===== src/sv/lvbd_pkg.sv =====
// Shared types, constants and helpers for the label volume boundary detector.
`default_nettype none
package lvbd_pkg;

  localparam int COORD_W          = 12;
  localparam int DIM_W            = 13;
  localparam int MAX_DIM          = 4096;
  localparam int LABEL_BITS_DEF   = 16;
  localparam int PLANE_ENTRIES_DEF = 4096;
  localparam int CFG_IDX_W        = 2;
  localparam int CFG_DATA_W       = DIM_W;
  localparam int OUT_W            = ((3 * COORD_W + 7) / 8) * 8;
  localparam int FIFO_DEPTH       = 4;
  localparam int FIFO_PTR_W       = 2;
  localparam int FIFO_CNT_W       = 3;

  localparam logic [DIM_W-1:0] DIM_RESET = DIM_W'(64);

  typedef enum logic [CFG_IDX_W-1:0] {
    CFG_VOL_WIDTH   = 2'd0,
    CFG_VOL_HEIGHT  = 2'd1,
    CFG_VOL_DEPTH   = 2'd2,
    CFG_MASK_ENABLE = 2'd3
  } lvbd_cfg_idx_t;

  // Per-item control handed from the address stage to the decision stage.
  typedef struct packed {
    logic               decide;      // voxel one plane back is checked by this item
    logic               t_first;     // t == 0
    logic               plane_last;  // last voxel of an x/t plane
    logic [COORD_W-1:0] x;
    logic [COORD_W-1:0] y;           // already y - 1
    logic [COORD_W-1:0] t;
  } lvbd_item_t;

  // A zero dimension acts as one, an oversized one is clamped.
  function automatic logic [DIM_W-1:0] eff_dim(input logic [DIM_W-1:0] v);
    logic [DIM_W-1:0] r;
    r = v;
    if (v == '0) begin
      r = DIM_W'(1);
    end else if (v > DIM_W'(MAX_DIM)) begin
      r = DIM_W'(MAX_DIM);
    end
    return r;
  endfunction

endpackage
`default_nettype wire


===== src/sv/lvbd_out_fifo.sv =====
// Small result queue in front of the output channel.
`default_nettype none
module lvbd_out_fifo #(
  parameter int DATA_W = 3 * lvbd_pkg::COORD_W
) (
  input  wire logic                              clk,
  input  wire logic                              rst,
  input  wire logic                              push,
  input  wire logic [DATA_W-1:0]                 wdata,
  input  wire logic                              pop,
  output logic      [DATA_W-1:0]                 rdata,
  output logic                                   not_empty,
  output logic      [lvbd_pkg::FIFO_CNT_W-1:0]   count
);

  logic [DATA_W-1:0] slots [lvbd_pkg::FIFO_DEPTH];
  logic [lvbd_pkg::FIFO_PTR_W-1:0] wr_ptr;
  logic [lvbd_pkg::FIFO_PTR_W-1:0] rd_ptr;

  always_ff @(posedge clk) begin
    if (push) begin
      slots[wr_ptr] <= wdata;
    end
  end

  always_ff @(posedge clk) begin
    if (rst) begin
      wr_ptr <= '0;
      rd_ptr <= '0;
      count  <= '0;
    end else begin
      if (push) begin
        wr_ptr <= wr_ptr + lvbd_pkg::FIFO_PTR_W'(1);
      end
      if (pop) begin
        rd_ptr <= rd_ptr + lvbd_pkg::FIFO_PTR_W'(1);
      end
      case ({push, pop})
        2'b10:   count <= count + lvbd_pkg::FIFO_CNT_W'(1);
        2'b01:   count <= count - lvbd_pkg::FIFO_CNT_W'(1);
        default: count <= count;
      endcase
    end
  end

  assign rdata     = slots[rd_ptr];
  assign not_empty = (count != '0);

endmodule
`default_nettype wire


===== config.mk =====
export PLATFORM = sky130hd
export DESIGN_NAME = lvbd_out_fifo
export DESIGN_NICKNAME = d
export VERILOG_FILES = /design/src/sv/lvbd_pkg.sv /design/src/sv/lvbd_out_fifo.sv
export SDC_FILE = /design/constraint.sdc
export NUM_CORES = 1
export LEC_CHECK = 0
export ABC_CLOCK_PERIOD_IN_PS = 3400
export BUFFER_PORTS_ARGS = -buffer_cell sky130_fd_sc_hd__clkbuf_2
export CAP_MARGIN = 25
export CORE_ASPECT_RATIO = 1.25
export CORE_MARGIN = 10
export CORE_UTILIZATION = 35
export CTS_CLUSTER_DIAMETER = 60
export CTS_CLUSTER_SIZE = 12
export DETAILED_ROUTE_END_ITERATION = 8
export GPL_TIMING_DRIVEN = 0
export HOLD_SLACK_MARGIN = 0.12
export PLACE_DENSITY = 0.64
export SLEW_MARGIN = 15
export SYNTH_ARGS = -nofsm -noshare
export SYNTH_HDL_FRONTEND = slang
export SYNTH_SLANG_ARGS = --single-unit

===== constraint.sdc =====
create_clock -name clk -period 3.4 [get_ports clk]
set_input_delay 0.68 -clock clk [delete_from_list [all_inputs] [get_ports clk]]
set_output_delay 0.68 -clock clk [all_outputs]
set_load 0.005 [all_outputs]

==> results.cfg, run 1 <==
[critical_path]
critPathLaunchType = flip-flop
path_cells = clkbuf_2 > buf_2 > mux4_2 > clkbuf_2
max_stage_delay_ns = 0.37
crit_buf_inv = 3
critPathRequiredTime_ns = 2.72
critPathArrivalTime_ns = 1.82
crit_fanout = 10
crit_slowest_cell = mux4_2
crit_type = reg2out
cp-end-kind = output port
path_delay_family = buffers and inverters
crit_top_cell = clkbuf_2

[clock_tree]
cts_setup_buffers = 0
htree_levels = 4
cts_root_buf = clkbuf_16
cts_num_sinks = 153
numCtsBuffers = 17
clkLatencyLatePin_ns = 0.42
cts_resized = 0
hold_buffers = 0
cts_tree = yes
cts_buffer_depth = 2
clk_pin_slew_ns = 0.06

[synth]
synthesis.area_sq_mm = 0.00567
synth.distinct_cells = 21
ys.flop_type = edfxtp_1
syn_area_per_cell_sq_um = 24.6
synth_edf_count = 144
async_reset_ff_frac = 0
syn_nets = 276
synth_seq_cells = 153
yosysWarnings = 0
synth-seq-area-share = 0.795
synthCells = 230

[die]
io_pins = 80
die_h_um = 162
num_rows = 51
core_area_sq_mm = 0.0158
start_util = 0.360
die_w_um = 134
dieArea_sq_mm = 0.0217

[power]
power_density_mw_per_mm2 = 625
p_leak_nw = 2.43
power.total_mw = 4.37
ir_worst_vdd_v = 0.000349

[timing]
finalSetupTns_ns = 0
rsz0062_at_grt = no
max_freq_ghz = 0.400
worst_pin_slew_ns = 0.589
period_share = 0.736
finClkSkew_ns = 0.00617
drv_slew = 0
worst_hold_slack_ns = 0.475
setup_viol = 0
hold_viol = 0
slew-limit-headroom = 0.607
finalWorstSetupSlack_ns = 0.899
layout_min_cycle_time_ns = 2.50

[drt]
first_pass_iters = 4
drc = 0
drt-vias-per-instance = 4.62
postRouteWirelength_mm = 10.2
route.vias.total = 2566
drtIter0Drc = 134
ant_nets = 0
wl_per_cell_um = 18.4

[placed_design]
dpl_cell_area_sq_mm = 0.00643
post-place-ws_ns = 1.22
place_hpwl_mm = 6.84
numPlacedInstances = 524
port_buffers = 78
gp_congestion = 0.672

[global_route]
grt_max_degree = 21
grt_overflow = 0
grt_pass1_vias = 2936
grt_pass1_wl_mm = 16.3
track_usage = 0.100
antenna_found_initial = 0

[finish]
fin_util = 0.444
layout.cells.non_filler = 556
syn_to_final_growth_pct = 23.4
design_area_sq_mm = 0.00699
nNetsFinal = 377
n_antenna_cell = 0
drive_above_1_share = 0.445

[run_status]
status = finished clean

[run]
max_cap_viol_count = 0

[min_path]
hold_path_class = in2reg
registers in the layout, summed over array words and instances, names as in the netlist, named ones only:
name	count
slots	144
count	3
wr_ptr	2
rd_ptr	2
routing by layer:
layer	part of all wire	GRT usage	wire, um	vias to the layer above
met5	0	0	0	-
met4	0.016	0.0401	160	0
met3	0.058	0.0410	597	11
met2	0.52	0.171	5320	63
met1	0.40	0.109	4140	1319
li1	-	-	-	1173
power breakdown:
| part | switching, mW | total [mW] | internal (mW) |
|---|---|---|---|
| sequential | 0.0243 | 2.18 | 2.16 |
| clock | 0.707 | 1.77 | 1.07 |
| combinational | 0.200 | 0.410 | 0.209 |
| total | 0.932 | 4.37 | 3.44 |
worst register-to-register path, delay by kind of cell (launching register included):
family | cells | cell delay, ns
flip-flops | 1 | 0.35
adder cells (fa/ha/maj) | 1 | 0.13
AND/OR/NAND/NOR | 1 | 0.52
buffers and inverters | 2 | 0.33
area by class of cell:
cell class,instances,area (sq um)
Clock inverter,14,133
Inverter,3,11.3
Clock buffer,18,429
Timing Repair Buffer,82,493
Buffer,9,95.1
Tap cell,212,265
Sequential cell,153,4500
Multi-Input combinational cell,65,1060
Fill cell,1378,8770
worst paths after layout:
check	end	cells after the start	slack (ns)	start
max	rdata[16]	4	0.90	flip-flop
min	slots[3][27]	1	0.48	wdata[27]
max reg2reg	slots[0][21]	4	1.75	wr_ptr[0]
min reg2reg	count[2]	2	0.50	count[2]
layout by cell type (no fill, tap or decap), types with 2 or more instances in the layout:
| cell type | netlist | final |
|---|---|---|
| or3_1 | 2 | 2 |
| mux2i_1 | 2 | 2 |
| nor2_1 | 7 | 7 |
| and2_2 | 0 | 4 |
| ha_1 | 5 | 5 |
| dfxtp_1 | 9 | 9 |
| clkinv_2 | 0 | 5 |
| mux4_1 | 6 | 6 |
| buf_2 | 3 | 3 |
| clkbuf_16 | 0 | 17 |
| xnor2_1 | 3 | 3 |
| inv_1 | 3 | 3 |
| clkbuf_2 | 1 | 79 |
| mux4_2 | 30 | 30 |
| bufinv_16 | 0 | 2 |
| clkinv_1 | 0 | 2 |
| clkinv_4 | 0 | 2 |
| clkinvlp_4 | 0 | 3 |
| xor2_1 | 2 | 2 |
| buf_16 | 0 | 3 |
| clkbuf_1 | 1 | 2 |
| edfxtp_1 | 144 | 144 |
| buf_12 | 3 | 4 |
cells by family after synthesis:
logic type / share of synthesized area
muxes: 0.151
and+or+nand+nor: 0.0119
DFF: 0.795
xor gates and xnor gates: 0.00773
AOI/OAI and AO/OA: 0.00176
buffers and inverters: 0.0188
adders and majority gates: 0.0146
cell usage after synthesis (2+ instances only):
| master | count | area share |
|---|---|---|
| buf_2 | 3 | 0.0026 |
| mux4_2 | 30 | 0.12 |
| mux2i_1 | 2 | 0.0035 |
| dfxtp_1 | 9 | 0.032 |
| mux4_1 | 6 | 0.028 |
| nor2_1 | 7 | 0.0046 |
| buf_12 | 3 | 0.011 |
| edfxtp_1 | 144 | 0.76 |
| or3_1 | 2 | 0.0022 |
| inv_1 | 3 | 0.0020 |
| xor2_1 | 2 | 0.0031 |
| ha_1 | 5 | 0.011 |
| and2_1 | 4 | 0.0044 |
| xnor2_1 | 3 | 0.0046 |
(Power assumes the default switching activity.)
==> run 2, diff against run 1 <==
- ABC_CLOCK_PERIOD_IN_PS: 3400 -> 2100
- PLACE_DENSITY: 0.64 -> 0.66
- clock period: 3.4 -> 2.1 ns (I/O delays scaled with it)
==> run 2 against run 1 <==
The run now ends with setup timing left. Clock power up 55%. Setup slack worse by 0.94 ns. Sequential power grew 62%. Critical path depth did not move. Cell count up 0.18%. Critical path type unchanged.
==> results.cfg, run 2 (synthesized netlist as in run 1, its figures left out) <==
[critical_path]
critPathLaunchType = flip-flop
crit_type = reg2out
critPathArrivalTime_ns = 1.72
critPathRequiredTime_ns = 1.68
crit_fanout = 10
cp-end-kind = output port

[run]
max_cap_viol_count = 0

[finish]
top_regs = slots: 144 flops, count: 3 flops
top_register = slots
num-fill-cells = 1382
syn_to_final_growth_pct = 23.0
layout_common_cells = edfxtp_1 (144), clkbuf_2 (78), mux4_2 (33)
n_antenna_cell = 0
final_common_cell = edfxtp_1
drive_above_1_share = 0.458
nNetsFinal = 378
largest_reg_flops = 144

[drt]
ant_nets = 0
drtIter0Drc = 158
drc = 0
first_pass_iters = 4
postRouteWirelength_mm = 10.5
wl_per_cell_um = 18.8
drt-vias-per-instance = 4.62
route.vias.total = 2571

[placed_design]
gp_congestion = 0.678
port_buffers = 78
place_hpwl_mm = 6.84
post-place-ws_ns = 0.123

[clock_tree]
clkLatencyLatePin_ns = 0.42
cts_buffer_depth = 2
cts_root_buf = clkbuf_16
clk_pin_slew_ns = 0.06
cts_tree = yes
hold_buffers = 0
numCtsBuffers = 17
cts_num_sinks = 153
htree_levels = 4

[timing]
slew-limit-headroom = 0.698
max_freq_ghz = 0.467
worst_pin_slew_ns = 0.453
finalWorstSetupSlack_ns = -0.0394
layout_min_cycle_time_ns = 2.14
rsz0062_at_grt = yes
finClkSkew_ns = 0.00580
drv_slew = 0
hold_viol = 0
setup_viol = 17
period_share = 1.02
worst_hold_slack_ns = 0.217

[die]
io_pins = 80
num_rows = 51
start_util = 0.360
dieArea_sq_mm = 0.0217
core_area_sq_mm = 0.0158
die_h_um = 162
die_w_um = 134

[min_path]
hold_path_class = in2reg

[global_route]
grt_pass1_wl_mm = 16.5
grt_overflow = 0
grt_pass1_vias = 2918
grt_max_degree = 28
antenna_found_initial = 0
track_usage = 0.103

[power]
p_leak_nw = 2.41
ir_worst_vdd_v = 0.000430
power_density_mw_per_mm2 = 998

[run_status]
violations = setup timing
status = finished with violations
## run 2: per-layer routing
metal  vias to the layer above  track usage  part of all wire
li1                       1169            -                 -
met1                      1316        0.121              0.42
met2                        71        0.158              0.50
met3                        15       0.0401             0.060
met4                         0       0.0555             0.022
met5                         -            0                 0
## run 2: layout make-up
class | count | area [sq um] | area share
inverter | 3 | 11.3 | 0.00162
tap | 212 | 265 | 0.0380
clock inverter | 15 | 109 | 0.0156
multi-input combinational | 65 | 1050 | 0.151
buffer | 9 | 114 | 0.0163
sequential | 153 | 4510 | 0.646
timing repair buffer | 83 | 490 | 0.0704
clock buffer | 17 | 425 | 0.0610
## run 2: through the flow
stage | instance area (sq um) | util | power, mW | std cells | TNS, ns
floorplan | 5670 | - | 3.96 | 230 | 0
global placement | 6320 | 0.401 | 4.24 | 520 | -71.33
detailed placement | 6410 | 0.407 | 4.29 | 524 | 0
CTS | 6970 | 0.442 | 7.07 | 557 | -1.78
global route | 6970 | 0.442 | 7.27 | 557 | -2.72
finish | 6970 | 0.442 | 6.96 | 557 | -0.283
## run 2: report_power, final
part	internal [mW]	total, mW	switching (mW)
logic	0.350	0.677	0.327
clock network	1.60	2.74	1.14
registers	3.50	3.54	0.0407
## run 2: critical path: stages (launching register included)
cell and delay [ns]:
dfxtp_2 0.34, buf_12 0.14, buf_12 0.15, mux4_2 0.50, clkbuf_2 0.17
## run 2: final timing paths
| kind | from | endpoint | slack [ns] | depth (start not counted) |
|---|---|---|---|---|
| max | flip-flop | rdata[13] | -0.04 | 4 |
| min | wdata[14] | slots[2][14] | 0.22 | 1 |
| max reg2reg | wr_ptr[0] | slots[2][4] | 0.47 | 4 |
| min reg2reg | count[2] | count[2] | 0.52 | 2 |
## run 2: timing repair
item,in CTS,in global routing
gates resized for setup,10,0
buffers inserted,1,0
endpoints found under the setup margin,35,34
