===== src/sv/lvbd_pkg.sv =====
// Shared types, constants and helpers for the label volume boundary detector.
`default_nettype none
package lvbd_pkg;

  localparam int COORD_W          = 12;
  localparam int DIM_W            = 13;
  localparam int MAX_DIM          = 4096;
  localparam int LABEL_BITS_DEF   = 16;
  localparam int PLANE_ENTRIES_DEF = 4096;
  localparam int CFG_IDX_W        = 2;
  localparam int CFG_DATA_W       = DIM_W;
  localparam int OUT_W            = ((3 * COORD_W + 7) / 8) * 8;
  localparam int FIFO_DEPTH       = 4;
  localparam int FIFO_PTR_W       = 2;
  localparam int FIFO_CNT_W       = 3;

  localparam logic [DIM_W-1:0] DIM_RESET = DIM_W'(64);

  typedef enum logic [CFG_IDX_W-1:0] {
    CFG_VOL_WIDTH   = 2'd0,
    CFG_VOL_HEIGHT  = 2'd1,
    CFG_VOL_DEPTH   = 2'd2,
    CFG_MASK_ENABLE = 2'd3
  } lvbd_cfg_idx_t;

  // Per-item control handed from the address stage to the decision stage.
  typedef struct packed {
    logic               decide;      // voxel one plane back is checked by this item
    logic               t_first;     // t == 0
    logic               plane_last;  // last voxel of an x/t plane
    logic [COORD_W-1:0] x;
    logic [COORD_W-1:0] y;           // already y - 1
    logic [COORD_W-1:0] t;
  } lvbd_item_t;

  // A zero dimension acts as one, an oversized one is clamped.
  function automatic logic [DIM_W-1:0] eff_dim(input logic [DIM_W-1:0] v);
    logic [DIM_W-1:0] r;
    r = v;
    if (v == '0) begin
      r = DIM_W'(1);
    end else if (v > DIM_W'(MAX_DIM)) begin
      r = DIM_W'(MAX_DIM);
    end
    return r;
  endfunction

endpackage
`default_nettype wire


===== src/sv/lvbd_decide.sv =====
// Decision stage: compares a stored voxel against its three neighbors.
`default_nettype none
module lvbd_decide #(
  parameter int LABEL_BITS = lvbd_pkg::LABEL_BITS_DEF,
  localparam int DATA_W = LABEL_BITS + 1
) (
  input  wire logic                           clk,
  input  wire logic                           rst,
  input  wire logic                           accept,
  input  wire lvbd_pkg::lvbd_item_t           item,
  input  wire logic [LABEL_BITS-1:0]          label,
  input  wire logic [DATA_W-1:0]              rd_a,
  input  wire logic [DATA_W-1:0]              rd_b,
  input  wire logic                           mask_en,
  output logic                                s1_valid,
  output logic                                hit,
  output logic [3*lvbd_pkg::COORD_W-1:0]      pos
);

  lvbd_pkg::lvbd_item_t s1_item;
  logic [LABEL_BITS-1:0] s1_label;
  logic [DATA_W-1:0]     prev_a;
  logic [DATA_W-1:0]     head;
  logic [DATA_W-1:0]     center;
  logic                  differs;

  always_ff @(posedge clk) begin
    if (rst) begin
      s1_valid <= 1'b0;
    end else begin
      s1_valid <= accept;
    end
  end

  always_ff @(posedge clk) begin
    if (accept) begin
      s1_item  <= item;
      s1_label <= label;
    end
    // port A of the previous item fetched this item's own old entry;
    // head keeps the t == 0 entry of the next column
    if (s1_valid) begin
      prev_a <= rd_a;
      if (s1_item.plane_last) begin
        head <= rd_a;
      end else if (s1_item.t_first) begin
        head <= rd_b;
      end
    end
  end

  assign center  = s1_item.t_first ? head : prev_a;
  assign differs = (center[LABEL_BITS-1:0] != rd_a[LABEL_BITS-1:0]) ||
                   (center[LABEL_BITS-1:0] != rd_b[LABEL_BITS-1:0]) ||
                   (center[LABEL_BITS-1:0] != s1_label);
  assign hit     = s1_valid && s1_item.decide && differs &&
                   !(mask_en && !center[LABEL_BITS]);
  assign pos     = {s1_item.t, s1_item.y, s1_item.x};

endmodule
`default_nettype wire


===== config.mk =====
export PLATFORM = sky130hd
export DESIGN_NAME = lvbd_decide
export DESIGN_NICKNAME = d
export VERILOG_FILES = /design/src/sv/lvbd_pkg.sv /design/src/sv/lvbd_decide.sv
export SDC_FILE = /design/constraint.sdc
export NUM_CORES = 1
export LEC_CHECK = 0
export ABC_AREA = 1
export BUFFER_PORTS_ARGS = -buffer_cell sky130_fd_sc_hd__buf_2
export CAP_MARGIN = 0
export CORE_MARGIN = 8
export CORE_UTILIZATION = 49
export CTS_BUF_LIST = sky130_fd_sc_hd__clkbuf_4
export CTS_CLUSTER_SIZE = 10
export DETAILED_ROUTE_END_ITERATION = 12
export GPL_TIMING_DRIVEN = 0
export PLACE_DENSITY = 0.81
export SYNTH_ARGS = -nofsm -noshare
export SYNTH_HDL_FRONTEND = slang
export SYNTH_SLANG_ARGS = --single-unit

===== constraint.sdc =====
create_clock -name clk -period 1.7 [get_ports clk]
set_clock_uncertainty 0.1 [all_clocks]
set_input_delay 0.255 -clock clk [delete_from_list [all_inputs] [get_ports clk]]
set_output_delay 0.255 -clock clk [all_outputs]
set_load 0.01 [all_outputs]

==> results of run 1 <==
[state kept, by name (all words and copies together) (netlist names)]
register,cells
pos,36
head,17
prev_a,17
s1_label,16
s1_valid,1
s1_item,3
[layout make-up]
type / instances / area, um^2
buffer: 45 / 370
clock buffer: 10 / 75.1
clock inverter: 6 / 90.1
fill: 635 / 2610
inverter: 67 / 259
multi-input combinational: 296 / 1410
sequential: 90 / 2700
tap: 111 / 139
timing repair buffer: 214 / 1510
[routing by layer]
| layer | track usage [%] | vias up |
|---|---|---|
| li1 | - | 2010 |
| met5 | 0 | - |
| met3 | 8.32 | 47 |
| met4 | 11.7 | 4 |
| met1 | 24.4 | 1975 |
| met2 | 37.4 | 228 |
[placed cells by master (no fill, tap or decap), types with 5 or more instances in the layout]
cell | Yosys | layout
nand2_1 | 184 | 160
buf_2 | 0 | 130
edfxtp_1 | 89 | 89
dlygate4sd3_1 | 0 | 74
inv_1 | 66 | 66
buf_4 | 36 | 42
nand3_1 | 41 | 39
nand2_2 | 14 | 35
nor2_1 | 26 | 18
o21ai_0 | 16 | 16
clkbuf_4 | 0 | 10
nor2_2 | 0 | 7
nand3b_1 | 6 | 6
nand2_4 | 2 | 5
[what timing repair did]
item,CTS,global route
gates cloned,2,1
pin swaps,12,10
hold buffers,74,0
buffers inserted,8,0
hold endpoints to repair,74,0
gates resized for setup,33,27
setup endpoints to repair,19,4
[worst max-delay path, cell delays in order, from the launching register on]
cell	delay (ns)
edfxtp_1	0.41
buf_6	0.14
inv_8	0.05
buf_8	0.13
buf_4	0.14
nand2_1	0.05
nand3_1	0.06
nand2_1	0.06
nand2_1	0.05
nor2_1	0.11
nand2_1	0.07
nor2_1	0.12
nand3_1	0.13
nor2_4	0.12
nor2_2	0.04
buf_2	0.13
[power by group through the flow]
stage	registers [mW]	clock network, mW	logic [mW]
CTS	2.68	1.39	1.05
global route	2.71	1.49	1.20
finish	2.69	1.38	1.10
global placement	2.72	0	0.806
floorplan	2.71	0	0.507
detailed placement	2.73	0	0.840
[synth_stat cells]
master,n
nand2_1,184
edfxtp_1,89
inv_1,66
nand3_1,41
buf_4,36
nor2_1,26
o21ai_0,16
nand2_2,14
nand3b_1,6
clkbuf_1,4
buf_6,3
buf_12,2
nand2_4,2
nand4_1,2
a21oi_1,1
dfxtp_1,1
inv_2,1
mux2_2,1
nand3_2,1
o21a_1,1
[cells by family after synthesis]
kind of cell | synth area share (%)
simple gates | 25.6
mux | 0.246
compound gates | 2.02
flops | 58.8
buf+inv | 13.3
[worst paths after layout]
check | from | endpoint | slack (ns) | cells after the start
worst max-delay path | s1_item[37] | hit | -0.90 | 15
worst min-delay path | rd_a[6] | head[6] | 0.04 | 3
worst max register to register | s1_item[37] | head[15] | 0 | 5
worst min register to register | s1_valid | prev_a[10] | 0.58 | 0
[stage by stage]
step / hold WS, ns / total power [mW] / instance area [um^2] / utilization [%]
floorplan: 0.226 / 3.21 / 4580 / -
global placement: 0.318 / 3.53 / 5370 / 58.7
detailed placement: 0.321 / 3.57 / 5370 / 58.7
CTS: 0.0139 / 5.12 / 6470 / 70.7
global route: 0.0182 / 5.39 / 6540 / 71.5
finish: 0.0363 / 5.17 / 6540 / 71.5
==> results.py, run 1 <==
metrics = {
    "outcome": {
        "status": "finished, violations left",
        "violations": "negative setup slack",
    },
    "job": {
        "cap_violations": 0,
    },
    "timing": {
        "hold_viol": 0,
        "timing.fmax_mhz": 384,
        "finalCritPeriodShare_pct": 153,
        "tightest_slew_ns": 1.28,
        "setup_tns_ns": -0.905,
        "worst_slack_ns": -0.905,
        "min_period_ns": 2.60,
        "drv_slew": 0,
        "slew-limit-headroom_pct": 14.8,
        "rsz0062_at_grt": "true",
        "setup_viol": 1,
    },
    "grt": {
        "grt_pass1_vias": 4596,
        "grt_pass1_wl_mm": 22.2,
        "grt_usage_pct": 22.4,
        "grt_max_degree": 57,
        "grt_overflow": 0,
        "grt_antenna_before_repair": 2,
    },
    "floorplan": {
        "placeableCoreArea_um2": 9150,
        "die_h_um": 113,
        "die_x_um": 113,
        "io_pins": 131,
        "initial_core_util_pct": 50.0,
        "rows": 35,
        "die-area_um2": 12700,
    },
    "cells_and_area": {
        "diodes": 0,
        "area_growth_syn_to_layout_pct": 42.9,
        "final_cells": 839,
        "drive_gt1_share_pct": 35.3,
        "nets": 816,
    },
    "setup_path": {
        "path_max_fanout": 8,
        "setup.worst_path.end_class": "output port",
        "cp-start-kind": "flip-flop",
        "crit_required_ns": 1.34,
        "arrival_ns": 2.25,
        "criticalPathCategory": "flip-flop to output port",
    },
    "routing": {
        "via_per_inst": 5.08,
        "dr_wl_met2_mm": 6.79,
        "wl_met3_mm": 1.53,
        "wl_met1_mm": 5.34,
        "avgRoutedWirePerCell_um": 16.9,
        "vias": 4264,
        "routed_wl_mm": 14.2,
        "top_layer": "met5",
        "drc_errors": 0,
        "antenna_left": 0,
        "firstDrtPassIters": 5,
        "dr.first_iter.drc_count": 278,
    },
    "power_and_ir_drop": {
        "clockPowerShare_pct": 26.7,
        "leakage_nw": 3.20,
        "switching_share_pct": 27.2,
        "p_comb_share_pct": 21.3,
        "p_seq_share_pct": 52.1,
        "intPower_mw": 3.77,
        "cellPowerDensity_nw_per_um2": 791,
        "p_switching_mw": 1.41,
        "peakVddDrop_mv": 0.563,
    },
    "logic_synthesis": {
        "syn-num-nets": 590,
        "synth.avg_cell_area_um2": 9.21,
        "yosys-top-cells-area": "edfxtp_1 58%, nand2_1 15%, buf_4 5.9%, inv_1 5.4%, nand3_1 4.5%",
        "yosys_warnings": 0,
        "synth_area_um2": 4580,
        "yosysSeqAreaShare_pct": 58.8,
        "ys_seq_elements": 90,
        "synth.top_cell.area_share_pct": 58.4,
        "synth_cells": 497,
        "synth_top_area_cell": "edfxtp_1",
        "yosysUniqueCellTypes": 20,
    },
    "clocking": {
        "clkLatencyLatePin_ns": 0.43,
        "root_buffer": "clkbuf_4",
        "htree_levels": 3,
        "clock-sinks": 90,
        "cts_made_buffers": 9,
        "path_clk_slew_ns": 0.15,
        "cts_tree": "built",
        "cts_buffer_depth": 2,
    },
    "placement": {
        "dp.cells": 738,
        "place_hpwl_mm": 8.77,
        "numPortBuffers": 130,
        "post-place-ws_ns": -0.479,
        "place.gp.congestion": 0.840,
    },
    "worst_hold_path": {
        "hold_path.class": "input port to flip-flop",
    },
}
(Power assumes the default switching activity.)
==> run 2, diff against run 1 <==
Settings changed: ABC_AREA 1 to not set, CORE_UTILIZATION 49 to 47.
==> results.py, run 2 <==
metrics = {
    "cells_and_area": {
        "drive_gt1_share_pct": 47.6,
        "area_growth_syn_to_layout_pct": 45.3,
        "nets": 542,
        "largest_register_ffs": 36,
        "layout_commonest_cell": "buf_2",
        "fill_cells": 530,
        "multi_input_area_um2": 885,
        "regArea_um2": 2700,
        "layout_common_cells": "131 x buf_2, 89 x edfxtp_1, 73 x dlygate4sd3_1, 37 x buf_4, 22 x mux2i_1",
    },
    "setup_path": {
        "path_max_fanout": 9,
        "setup.worst_path.end_class": "output port",
        "criticalPathCategory": "flip-flop to output port",
        "worst_r2r_path_depth": 2,
        "startpoint": "s1_item[37]",
        "cp-start-kind": "flip-flop",
        "path_cells": "buf_6 -> mux2_4 -> or4_1 -> a211o_1 -> nor4_2 -> a221oi_1 -> buf_2",
        "slowest_delay_ns": 0.41,
        "reg2reg_to": "head[7]",
        "crit_required_ns": 1.34,
        "cp-endpoint": "hit",
        "arrival_ns": 2.44,
        "crit_slowest_cell": "or4_1",
        "critical-path-top-delay-family": "simple AND/OR/NAND/NOR gates",
        "crit_cells": 7,
        "rrSetupSlack_ns": 0.20,
        "worstReg2RegStart": "s1_item[36]",
        "crit_buf_inv": 2,
    },
    "routing": {
        "via_per_inst": 4.83,
        "vias": 2710,
        "drc_errors": 0,
        "antenna_left": 0,
        "dr.first_iter.drc_count": 76,
        "avgRoutedWirePerCell_um": 18.8,
        "routed_wl_mm": 10.5,
        "firstDrtPassIters": 4,
    },
    "floorplan": {
        "io_pins": 131,
        "die-area_um2": 11300,
        "initial_core_util_pct": 47.7,
        "die_h_um": 106,
        "rows": 33,
        "placeableCoreArea_um2": 8050,
        "die_x_um": 106,
    },
    "timing": {
        "setup_viol": 1,
        "slew-limit-headroom_pct": 18.6,
        "hold_viol": 0,
        "hold_ws_ns": 0.0431,
        "min_period_ns": 2.80,
        "drv_slew": 0,
        "worst_slack_ns": -1.10,
        "timing.fmax_mhz": 358,
        "tightest_slew_ns": 1.22,
        "rsz0062_at_grt": "true",
        "finalCritPeriodShare_pct": 164,
    },
    "power_and_ir_drop": {
        "peakVddDrop_mv": 0.630,
        "total_power_mw": 4.81,
        "leakage_nw": 2.32,
        "cellPowerDensity_nw_per_um2": 861,
    },
    "logic_synthesis": {
        "ys_seq_elements": 90,
        "syn-num-nets": 328,
        "synth_edf_count": 89,
        "synth_area_um2": 3840,
        "synth.avg_cell_area_um2": 16.3,
        "yosys_warnings": 0,
        "yosysUniqueCellTypes": 29,
        "async_flop_share_pct": 0,
        "ys_top_cells_by_count": "89 x edfxtp_1, 37 x buf_4, 25 x mux2i_1",
        "synth_top_area_cell": "edfxtp_1",
        "synth.top_cell.area_share_pct": 69.6,
        "synthFlopType": "edfxtp_1",
        "synth_cells": 235,
        "synth.most_common_cell": "edfxtp_1",
        "yosysSeqAreaShare_pct": 70.1,
        "yosys-top-cells-area": "edfxtp_1 70%, buf_4 7.2%, mux2i_1 6.5%, mux2_2 5.0%, xor2_1 2.1%",
    },
    "clocking": {
        "clock-sinks": 90,
        "clkLatencyLatePin_ns": 0.43,
        "cts_tree": "built",
        "htree_levels": 3,
        "root_buffer": "clkbuf_4",
        "path_clk_slew_ns": 0.13,
        "cts_made_buffers": 9,
        "cts_buffer_depth": 2,
    },
    "grt": {
        "grt_pass1_vias": 3088,
        "grt_pass1_wl_mm": 16.1,
        "grt_usage_pct": 18.7,
        "grt_antenna_before_repair": 2,
        "grt_overflow": 0,
        "grt_max_degree": 57,
    },
    "outcome": {
        "violations": "negative setup slack",
        "status": "finished, violations left",
    },
    "placement": {
        "place.gp.congestion": 0.723,
        "numPortBuffers": 130,
        "place_hpwl_mm": 6.33,
    },
    "job": {
        "cap_violations": 0,
    },
    "worst_hold_path": {
        "hold_path.class": "input port to flip-flop",
    },
}
==> run 2: kinds of logic after synthesis <==
logic type                share of synthesized area, %
xor gates and xnor gates                          2.51
buffers and inverters                             7.72
AOI/OAI and AO/OA                                 2.02
and+or+nand+nor                                   5.77
muxes                                             11.9
DFF                                               70.1
==> run 2: per-layer routing <==
| layer | routed length (um) | global-route usage, % | vias up | share of wire, % |
|---|---|---|---|---|
| li1 | - | - | 1288 | - |
| met1 | 4110 | 20.5 | 1276 | 39 |
| met2 | 5190 | 31.4 | 129 | 49 |
| met3 | 1060 | 8.71 | 17 | 10 |
| met4 | 166 | 6.33 | 0 | 1.6 |
| met5 | 0 | 0 | - | 0 |
==> run 2: how the worst min path moves through the flow <==
| stage | from | endpoint | slack (ns) | cells past startpoint |
|---|---|---|---|---|
| CTS | rd_b[16] | head[16] | 0.007 | 2 |
| detailed placement | rst | s1_valid | 0.31 | 2 |
| floorplan | rst | s1_valid | 0.23 | 1 |
| global placement | rst | s1_valid | 0.32 | 2 |
| finish | rd_b[16] | head[16] | 0.04 | 2 |
| global route | rd_b[16] | head[16] | 0.01 | 2 |
==> run 2: layout make-up <==
cell class / count / area share (%)
buffer: 39 / 5.49
timing repair buffer: 204 / 24.9
clock buffer: 10 / 1.34
clock inverter: 6 / 1.70
sequential: 90 / 48.3
tap: 105 / 2.35
antenna: 2 / 0.0896
multi-input combinational: 105 / 15.8
==> run 2: through the flow <==
stage | setup WS (ns) | util, % | std cells | instance area (um^2) | setup TNS, ns
finish | -1.10 | 69.3 | 561 | 5580 | -1.10
global placement | -0.688 | 57.5 | 470 | 4630 | -10.94
detailed placement | -0.690 | 57.5 | 470 | 4630 | -11.43
CTS | -1.11 | 68.9 | 559 | 5550 | -1.19
global route | -1.24 | 69.3 | 561 | 5580 | -1.24
floorplan | -0.408 | - | 235 | 3840 | -0.408
==> run 2: timing repair <==
action / 4_1_cts / 5_1_grt
setup endpoints to repair: 28 / 18
hold buffers: 73 / 0
gates resized for setup: 5 / 6
pin swaps: 1 / 1
buffers inserted: 1 / 0
endpoints found under the hold margin: 73 / 0
==> run 2: where the power goes <==
group | switching, mW | total (mW) | leakage [nW] | internal [mW]
Sequential | 0.0646 | 2.67 | 0.865 | 2.61
Combinational | 0.317 | 0.753 | 1.36 | 0.436
Clock | 0.749 | 1.38 | 0.0920 | 0.632
==> run 3, diff against run 2 <==
Settings changed: REMOVE_ABC_BUFFERS set to 1.
==> results.py, run 3 (synthesized netlist as in run 2, its figures left out) <==
metrics = {
    "outcome": {
        "violations": "negative setup slack",
        "status": "finished, violations left",
    },
    "setup_path": {
        "slowest_delay_ns": 0.44,
        "arrival_ns": 2.57,
        "path_max_fanout": 8,
        "worst_r2r_path_depth": 3,
        "crit_slowest_cell": "edfxtp_1",
        "path_cells": "buf_12 -> mux2_4 -> or4_4 -> a211o_1 -> nor4_2 -> a221oi_1 -> buf_2",
        "setup.worst_path.end_class": "output port",
        "cp-start-kind": "flip-flop",
        "crit_required_ns": 1.34,
        "criticalPathCategory": "flip-flop to output port",
    },
    "timing": {
        "drv_slew": 0,
        "timing.fmax_mhz": 342,
        "finalCritPeriodShare_pct": 172,
        "min_period_ns": 2.93,
        "worst_slack_ns": -1.23,
        "tightest_slew_ns": 1.25,
        "setup_tns_ns": -1.23,
        "hold_ws_ns": 0.0273,
        "slew-limit-headroom_pct": 16.4,
        "hold_viol": 0,
        "setup_viol": 1,
        "rsz0062_at_grt": "true",
    },
    "cells_and_area": {
        "largest_register_ffs": 36,
        "nets": 508,
        "final_cells": 525,
        "fill_cells": 549,
        "diodes": 0,
        "layout_common_cells": "130 x buf_2, 89 x edfxtp_1, 73 x dlygate4sd3_1, 25 x mux2i_1, 17 x mux2_2",
        "layout_commonest_cell": "buf_2",
        "drive_gt1_share_pct": 42.9,
        "multi_input_area_um2": 870,
        "regArea_um2": 2700,
        "stdcell_area_um2": 5300,
        "area_growth_syn_to_layout_pct": 38.0,
    },
    "power_and_ir_drop": {
        "total_power_mw": 4.68,
        "p_switching_mw": 1.09,
        "intPower_mw": 3.59,
        "leakage_nw": 2.15,
        "p_comb_share_pct": 14.0,
        "switching_share_pct": 23.3,
        "peakVddDrop_mv": 0.926,
        "p_seq_share_pct": 57.0,
        "cellPowerDensity_nw_per_um2": 883,
        "clockPowerShare_pct": 29.0,
    },
    "clocking": {
        "clock-sinks": 90,
        "cts_tree": "built",
        "root_buffer": "clkbuf_4",
        "path_clk_slew_ns": 0.15,
        "cts_buffer_depth": 2,
        "cts_made_buffers": 9,
        "clkLatencyLatePin_ns": 0.44,
        "htree_levels": 3,
    },
    "grt": {
        "grt_overflow": 0,
        "grt_max_degree": 57,
        "grt_pass1_wl_mm": 15.2,
        "grt_antenna_before_repair": 0,
        "grt_usage_pct": 17.8,
        "grt_pass1_vias": 2857,
    },
    "worst_hold_path": {
        "min_path_cells": 2,
        "hold_path.class": "input port to flip-flop",
    },
    "floorplan": {
        "die_h_um": 106,
        "io_pins": 131,
        "initial_core_util_pct": 47.7,
        "rows": 33,
        "die-area_um2": 11300,
        "die_x_um": 106,
        "placeableCoreArea_um2": 8050,
    },
    "routing": {
        "dr.first_iter.drc_count": 137,
        "via_per_inst": 4.91,
        "routed_wl_mm": 10.0,
        "drc_errors": 0,
        "vias": 2577,
        "firstDrtPassIters": 4,
        "avgRoutedWirePerCell_um": 19.1,
        "antenna_left": 0,
    },
    "job": {
        "cap_violations": 0,
    },
    "placement": {
        "place.gp.congestion": 0.748,
        "numPortBuffers": 130,
        "dp.cells": 430,
        "dpl_cell_area_um2": 4330,
        "place_hpwl_mm": 5.96,
    },
}
## run 3: cell type report
cell class,count,share of cell area (%)
clock buffers,10,1.42
clock inverters,6,1.70
multi-input cells,105,16.4
flip-flops and latches,90,50.9
well taps,105,2.48
repair buffers,209,27.1
## run 3: layer usage
layer / GRT usage, % / share of wire [%] / up-vias
li1: - / - / 1213
met2: 29.4 / 49 / 127
met5: 0 / 0 / -
met1: 18.7 / 38 / 1222
met4: 7.64 / 1.8 / 0
met3: 9.07 / 11 / 15
## run 3: power groups by stage
| stage | combinational (mW) | sequential (mW) | clock, mW |
|---|---|---|---|
| 2_1_floorplan | 0.164 | 2.76 | 0 |
| 3_3_place_gp | 0.445 | 2.74 | 0 |
| 3_5_place_dp | 0.458 | 2.74 | 0 |
| 4_1_cts | 0.638 | 2.66 | 1.37 |
| 5_1_grt | 0.703 | 2.68 | 1.46 |
| 6_report | 0.653 | 2.67 | 1.36 |
## run 3: final timing paths
| path | start | endpoint | slack [ns] |
|---|---|---|---|
| min reg2reg | s1_valid | prev_a[13] | 0.56 |
| min | rd_b[3] | head[3] | 0.03 |
| max | s1_item[37] | hit | -1.23 |
| max reg2reg | s1_item[37] | head[15] | 0.21 |
## run 3: what timing repair did
item | CTS | global route
gates resized for setup | 4 | 2
buffers inserted | 6 | 0
endpoints found under the setup margin | 30 | 1
endpoints found under the hold margin | 73 | 1
hold buffers | 72 | 1
## run 3: through the flow
stage | setup slack (ns) | utilization [%]
2_1_floorplan | -0.777 | -
3_3_place_gp | -1.32 | 53.7
3_5_place_dp | -1.33 | 53.7
4_1_cts | -1.24 | 65.6
5_1_grt | -1.33 | 65.8
6_report | -1.23 | 65.8
## run 3: critical path: cells and delay by family (launching register included)
family          cells  cell delay [ns]
mux                 1             0.30
buf+inv             2             0.32
compound gates      2             0.45
simple gates        2             0.61
flops               1             0.44
